$ cat src/design/wcte_pkg.sv
// shared types and constants for the wrapping counter tick extender
`timescale 1ns / 1ps

package wcte_pkg;

    // fixed field widths
    localparam int TICK_W      = 64;
    localparam int FREQ_W      = 24;
    localparam int HZ_W        = 20;
    localparam int TIME_W      = 32;
    localparam int OP_W        = 2;
    localparam int CFG_IDX_W   = 1;
    localparam int CFG_DATA_W  = 24;

    // scaling product and shared divider
    localparam int PROD_W      = TICK_W + HZ_W;
    localparam int ARM_PROD_W  = TIME_W + FREQ_W;
    localparam int DIV_CYCLES  = PROD_W / 2;
    localparam int CNT_W       = $clog2(DIV_CYCLES);

    localparam logic [FREQ_W-1:0] USECS_PER_SEC = FREQ_W'(1000 * 1000);

    // result beat: system_ticks, elapsed_ticks, delay_done, zero pad
    localparam int OUT_FIELDS_W = TICK_W + TIME_W + 1;
    localparam int OUT_TDATA_W  = ((OUT_FIELDS_W + 7) / 8) * 8;

    localparam logic [FREQ_W-1:0] TICK_FREQ_RESET = FREQ_W'(48828);
    localparam logic [HZ_W-1:0]   SYS_HZ_RESET    = HZ_W'(1000);

    typedef enum logic [CFG_IDX_W-1:0] {
        CFG_TICK_FREQ = 1'b0,
        CFG_SYS_HZ    = 1'b1
    } t_cfg_idx;

    typedef enum logic [OP_W-1:0] {
        OP_INIT = 2'd0,
        OP_READ = 2'd1,
        OP_ARM  = 2'd2,
        OP_POLL = 2'd3
    } t_op;

    typedef enum logic [3:0] {
        ST_IDLE,
        ST_ARM_MUL,
        ST_ARM_LOAD,
        ST_ARM_DIV,
        ST_ARM_ADD,
        ST_MUL_LO,
        ST_MUL_HI,
        ST_SCL_LOAD,
        ST_SCL_DIV,
        ST_RESULT
    } t_state;

    typedef struct packed {
        logic accept;
        logic arm_mul;
        logic div_load;
        logic div_sel_arm;
        logic div_step;
        logic arm_add;
        logic mul_lo;
        logic mul_hi;
        logic load_out;
    } t_dp_cmd;

endpackage

$ cat src/design/wcte_ctrl.sv
// sequencer for absorb, arm, scale and result steps
`timescale 1ns / 1ps

module wcte_ctrl
    import wcte_pkg::*;
(
    input  logic          i_clk,
    input  logic          i_rst_n,
    input  logic          i_s_valid,
    input  logic [OP_W-1:0] i_op,
    input  logic          i_m_ready,
    output logic          o_s_ready,
    output logic          o_m_valid,
    output t_dp_cmd       o_cmd
);

    t_state             r_state, n_state;
    logic [CNT_W-1:0]   r_cnt, n_cnt;
    logic               r_out_valid, n_out_valid;
    logic               w_accept;
    logic               w_out_free;
    logic               w_div_last;

    assign w_accept   = (r_state == ST_IDLE) && i_s_valid;
    assign w_out_free = !r_out_valid || i_m_ready;
    assign w_div_last = (r_cnt == CNT_W'(DIV_CYCLES - 1));

    always_ff @(posedge i_clk) begin
        if (!i_rst_n) begin
            r_state     <= ST_IDLE;
            r_cnt       <= '0;
            r_out_valid <= 1'b0;
        end else begin
            r_state     <= n_state;
            r_cnt       <= n_cnt;
            r_out_valid <= n_out_valid;
        end
    end

    // next state
    always_comb begin
        n_state = r_state;
        case (r_state)
            ST_IDLE: begin
                if (w_accept) begin
                    n_state = (t_op'(i_op) == OP_ARM) ? ST_ARM_MUL : ST_MUL_LO;
                end
            end
            ST_ARM_MUL:  n_state = ST_ARM_LOAD;
            ST_ARM_LOAD: n_state = ST_ARM_DIV;
            ST_ARM_DIV: begin
                if (w_div_last) begin
                    n_state = ST_ARM_ADD;
                end
            end
            ST_ARM_ADD:  n_state = ST_MUL_LO;
            ST_MUL_LO:   n_state = ST_MUL_HI;
            ST_MUL_HI:   n_state = ST_SCL_LOAD;
            ST_SCL_LOAD: n_state = ST_SCL_DIV;
            ST_SCL_DIV: begin
                if (w_div_last) begin
                    n_state = ST_RESULT;
                end
            end
            ST_RESULT: begin
                if (w_out_free) begin
                    n_state = ST_IDLE;
                end
            end
            default: n_state = ST_IDLE;
        endcase
    end

    // commands and counters
    always_comb begin
        o_cmd       = '0;
        n_cnt       = r_cnt;
        n_out_valid = r_out_valid && !i_m_ready;
        case (r_state)
            ST_IDLE: begin
                o_cmd.accept = w_accept;
            end
            ST_ARM_MUL: begin
                o_cmd.arm_mul = 1'b1;
            end
            ST_ARM_LOAD: begin
                o_cmd.div_load    = 1'b1;
                o_cmd.div_sel_arm = 1'b1;
                n_cnt             = '0;
            end
            ST_ARM_DIV, ST_SCL_DIV: begin
                o_cmd.div_step = 1'b1;
                n_cnt          = r_cnt + 1'b1;
            end
            ST_ARM_ADD: begin
                o_cmd.arm_add = 1'b1;
            end
            ST_MUL_LO: begin
                o_cmd.mul_lo = 1'b1;
            end
            ST_MUL_HI: begin
                o_cmd.mul_hi = 1'b1;
            end
            ST_SCL_LOAD: begin
                o_cmd.div_load = 1'b1;
                n_cnt          = '0;
            end
            ST_RESULT: begin
                if (w_out_free) begin
                    o_cmd.load_out = 1'b1;
                    n_out_valid    = 1'b1;
                end
            end
            default: begin
                n_cnt = '0;
            end
        endcase
    end

    assign o_s_ready = (r_state == ST_IDLE);
    assign o_m_valid = r_out_valid;

endmodule

$ cat config.mk
export PLATFORM = sky130hd
export DESIGN_NAME = wcte_ctrl
export DESIGN_NICKNAME = d
export VERILOG_FILES = /design/src/design/wcte_pkg.sv /design/src/design/wcte_ctrl.sv
export SDC_FILE = /design/constraint.sdc
export NUM_CORES = 1
export LEC_CHECK = 0
export BUFFER_PORTS_ARGS = -buffer_cell sky130_fd_sc_hd__buf_2
export CORE_MARGIN = 2
export CORE_UTILIZATION = 54
export DETAILED_ROUTE_END_ITERATION = 6
export GPL_TIMING_DRIVEN = 0
export PLACE_DENSITY = 0.77
export SYNTH_ARGS = -nofsm -noshare
export SYNTH_HDL_FRONTEND = slang
export SYNTH_SLANG_ARGS = --single-unit
$ cat constraint.sdc
create_clock -name i_clk -period 2.89 [get_ports i_clk]
set_input_delay 0.1445 -clock i_clk [delete_from_list [all_inputs] [get_ports i_clk]]
set_output_delay 0.1445 -clock i_clk [all_outputs]
set_load 0.02 [all_outputs]
==> results.json <==
{
  "die_w_um": 40.0,
  "area_growth_pct": 17.7,
  "syn-cell-area_um2": 701,
  "r2r.worst_path.cells": 5,
  "r2r-end": "r_state[2]",
  "ir_drop_mv": 0.555,
  "min_period_ps": 1800,
  "cts_tree": "built",
  "globalplace.congestion": 0.771,
  "routed.top_layer": "met4",
  "finalSetupViolations": 0,
  "crit_cells": 5,
  "synth_edf_count": 0,
  "p_leak_nw": 0.340,
  "r2r-start": "r_state[1]",
  "routedLengthMet1_um": 681,
  "cts_root_buf": "clkbuf_4",
  "sw_frac_of_total_pct": 45.8,
  "finalWirelength_mm": 1.52,
  "cts_max_level": 1,
  "min_path_type": "in -> reg",
  "grt_pass1_vias": 606,
  "ys_dominant_reg_cell": "dfxtp_1",
  "synth_warnings": 0,
  "rsz0062_at_grt": "false",
  "crit_path_max_fanout": 10,
  "fin_crit_sh_pct": 62.4,
  "final.setup_skew_ps": 2.44,
  "drv_slew": 0,
  "via_per_inst": 5.73,
  "reg2reg_slack_ps": 1090,
  "cts-resized-gates": 0,
  "tns_ps": 0,
  "first_pass_iters": 4,
  "place_inst": 118,
  "die_area_um2": 1600,
  "clkLatencyLatePin_ps": 270,
  "final_core_util_pct": 71.3,
  "holdBufCountCts": 0,
  "critPathMaxStageDelay_ps": 650,
  "io_buffers": 16,
  "nNetsFinal": 117,
  "seq_area_um2": 220,
  "die_h_um": 40.0,
  "io_pins": 17,
  "post_cts_buffers": 0,
  "overflow": 0,
  "p_sw_w": 0.000355,
  "yosysTopAreaCellShare_pct": 31.4,
  "grt_pass1_wl_mm": 2.46,
  "numCtsBuffers": 3,
  "cts.sinks": 11,
  "yosysSeqAreaShare_pct": 31.4,
  "worstPathRequired_ps": 3090,
  "dp_hpwl_mm": 1.18,
  "criticalPathCategory": "reg -> reg",
  "seq_power_share_pct": 25.8,
  "p_int_w": 0.000421,
  "tightest_slew_ps": 711,
  "maxCapViolCount": 0,
  "coreArea_um2": 1160,
  "synthTopCellsByArea": "dfxtp_1 (31%), a21oi_1 (7.9%), nand2b_1 (6.3%)",
  "cts.clk_slew.worst_paths_ps": 70,
  "startpoint": "r_state[1]",
  "synth_commonest_cells": "a21oi_1 (11), dfxtp_1 (11), nand2b_1 (7), nor2_1 (7), o21ai_0 (5)",
  "endpoint": "r_state[2]",
  "start_kind": "flop",
  "drc_errors": 0,
  "hold_viol_final": 0,
  "worst-path-buf-inv": 1,
  "multi_input_area_um2": 434,
  "drt_iter0_drc": 25,
  "synth_cell_types": 35,
  "powerDensity_nw_per_um2": 942,
  "finalNonFillerCells": 122,
  "wl_met3_um": 76,
  "synth-seq-cells": 11,
  "grt_antenna_before_repair": 0,
  "avgSynthCellArea_um2": 7.96,
  "slew_headroom_pct": 52.6,
  "critPathCaptureType": "flop",
  "synth.largest_area_cell": "dfxtp_1",
  "wire_per_inst_um": 12.5,
  "power_frac_clock_pct": 13.3,
  "critPathSlowestCell": "a222oi_1",
  "dpl_cell_area_um2": 798,
  "hold-worst-slack_ps": 161,
  "start_util_pct": 60.6,
  "syn-num-nets": 96,
  "nFillCells": 96,
  "diodes": 0,
  "postSynth.asyncResetShare_pct": 0,
  "drive_gt1_share_pct": 25.0,
  "cts_buffer_depth": 2,
  "final_cell_area_um2": 825,
  "comb_power_share_pct": 60.8,
  "run_status": "completed",
  "cpLargestDelayFamily": "compound AO/OA/AOI/OAI gates",
  "netlist_instances": 88,
  "grt_use_total_pct": 24.4,
  "vias": 699,
  "max_freq_ghz": 0.555,
  "crit_arrival_ps": 2000,
  "grt_max_degree": 11,
  "ant_nets": 0,
  "std_cell_rows": 12,
  "crit_chain": "buf_4 -> nand2b_1 -> nor2_1 -> a222oi_1 -> nor3b_2",
  "routed-wl-met2_um": 717
}
-- through the flow --
| step | total power [W] | setup slack, ps |
|---|---|---|
| final | 0.000777 | 1090 |
| after global routing | 0.000839 | 974 |
| after CTS | 0.000783 | 1100 |
| after detailed placement | 0.000678 | 1110 |
| after global placement | 0.000666 | 1170 |
| after floorplan | 0.000565 | 1220 |
-- final cells by class --
cell class / instances / area share [%]
buffer: 5 / 4.25
clock buffer: 4 / 3.19
inverter: 3 / 1.37
multi-input combinational: 69 / 52.7
sequential: 11 / 26.7
tap: 14 / 2.12
timing repair buffer: 16 / 9.71
-- registers in the layout, summed over array words and instances (netlist names) --
register	count
o_m_valid	1
r_cnt	6
r_state	4
-- cells by family after synthesis --
| kind of cell | count (synthesis) | synth area share, % |
|---|---|---|
| buf+inv | 8 | 6.61 |
| flops | 11 | 31.4 |
| compound gates | 26 | 22.0 |
| simple gates | 39 | 33.8 |
| fa+ha+maj | 2 | 3.57 |
| xor+xnor | 1 | 1.25 |
| mux | 1 | 1.43 |
-- worst register-to-register path: cells and delay by family, from the launching register on --
family	cells	cell delay (ps)
compound gates	1	650
flops	1	320
simple gates	3	600
buf+inv	1	160
-- power by group through the flow --
stage	combinational, W	sequential, W	clock, W
floorplan	0.000366	0.000200	0
global placement	0.000464	0.000202	0
detailed placement	0.000474	0.000204	0
CTS	0.000475	0.000201	0.000107
global route	0.000524	0.000203	0.000112
finish	0.000473	0.000201	0.000104
-- layer usage --
layer | GRT usage [%] | vias up
met5 | 0 | -
met1 | 27.9 | 317
li1 | - | 361
met3 | 8.33 | 6
met4 | 17.2 | 0
met2 | 37.5 | 15
-- cell usage in the layout (no fill, tap or decap), types with 2 or more instances in the layout --
cell type,Yosys,layout
buf_2,1,17
a21oi_1,11,11
dfxtp_1,11,11
nand2b_1,7,7
nor2_1,7,7
o21ai_0,5,5
nand2_1,4,4
inv_1,3,3
o31ai_1,3,3
or4_1,3,3
or3_1,3,3
clkbuf_4,0,3
buf_4,2,2
o22ai_1,2,2
nor2b_1,2,2
nor3_1,2,2
clkbuf_1,1,2
nor3b_2,2,2
ha_1,2,2
-- how the worst min path moves through the flow --
stage / from / endpoint / slack [ps] / cells past startpoint
6_report: i_rst_n / o_m_valid / 160 / 2
5_1_grt: i_rst_n / o_m_valid / 180 / 2
4_1_cts: i_rst_n / o_m_valid / 150 / 2
3_5_place_dp: i_rst_n / o_m_valid / 450 / 2
3_3_place_gp: i_rst_n / o_m_valid / 440 / 2
2_1_floorplan: i_rst_n / o_m_valid / 260 / 1
Note: power is estimated with default switching activity, not from simulation.
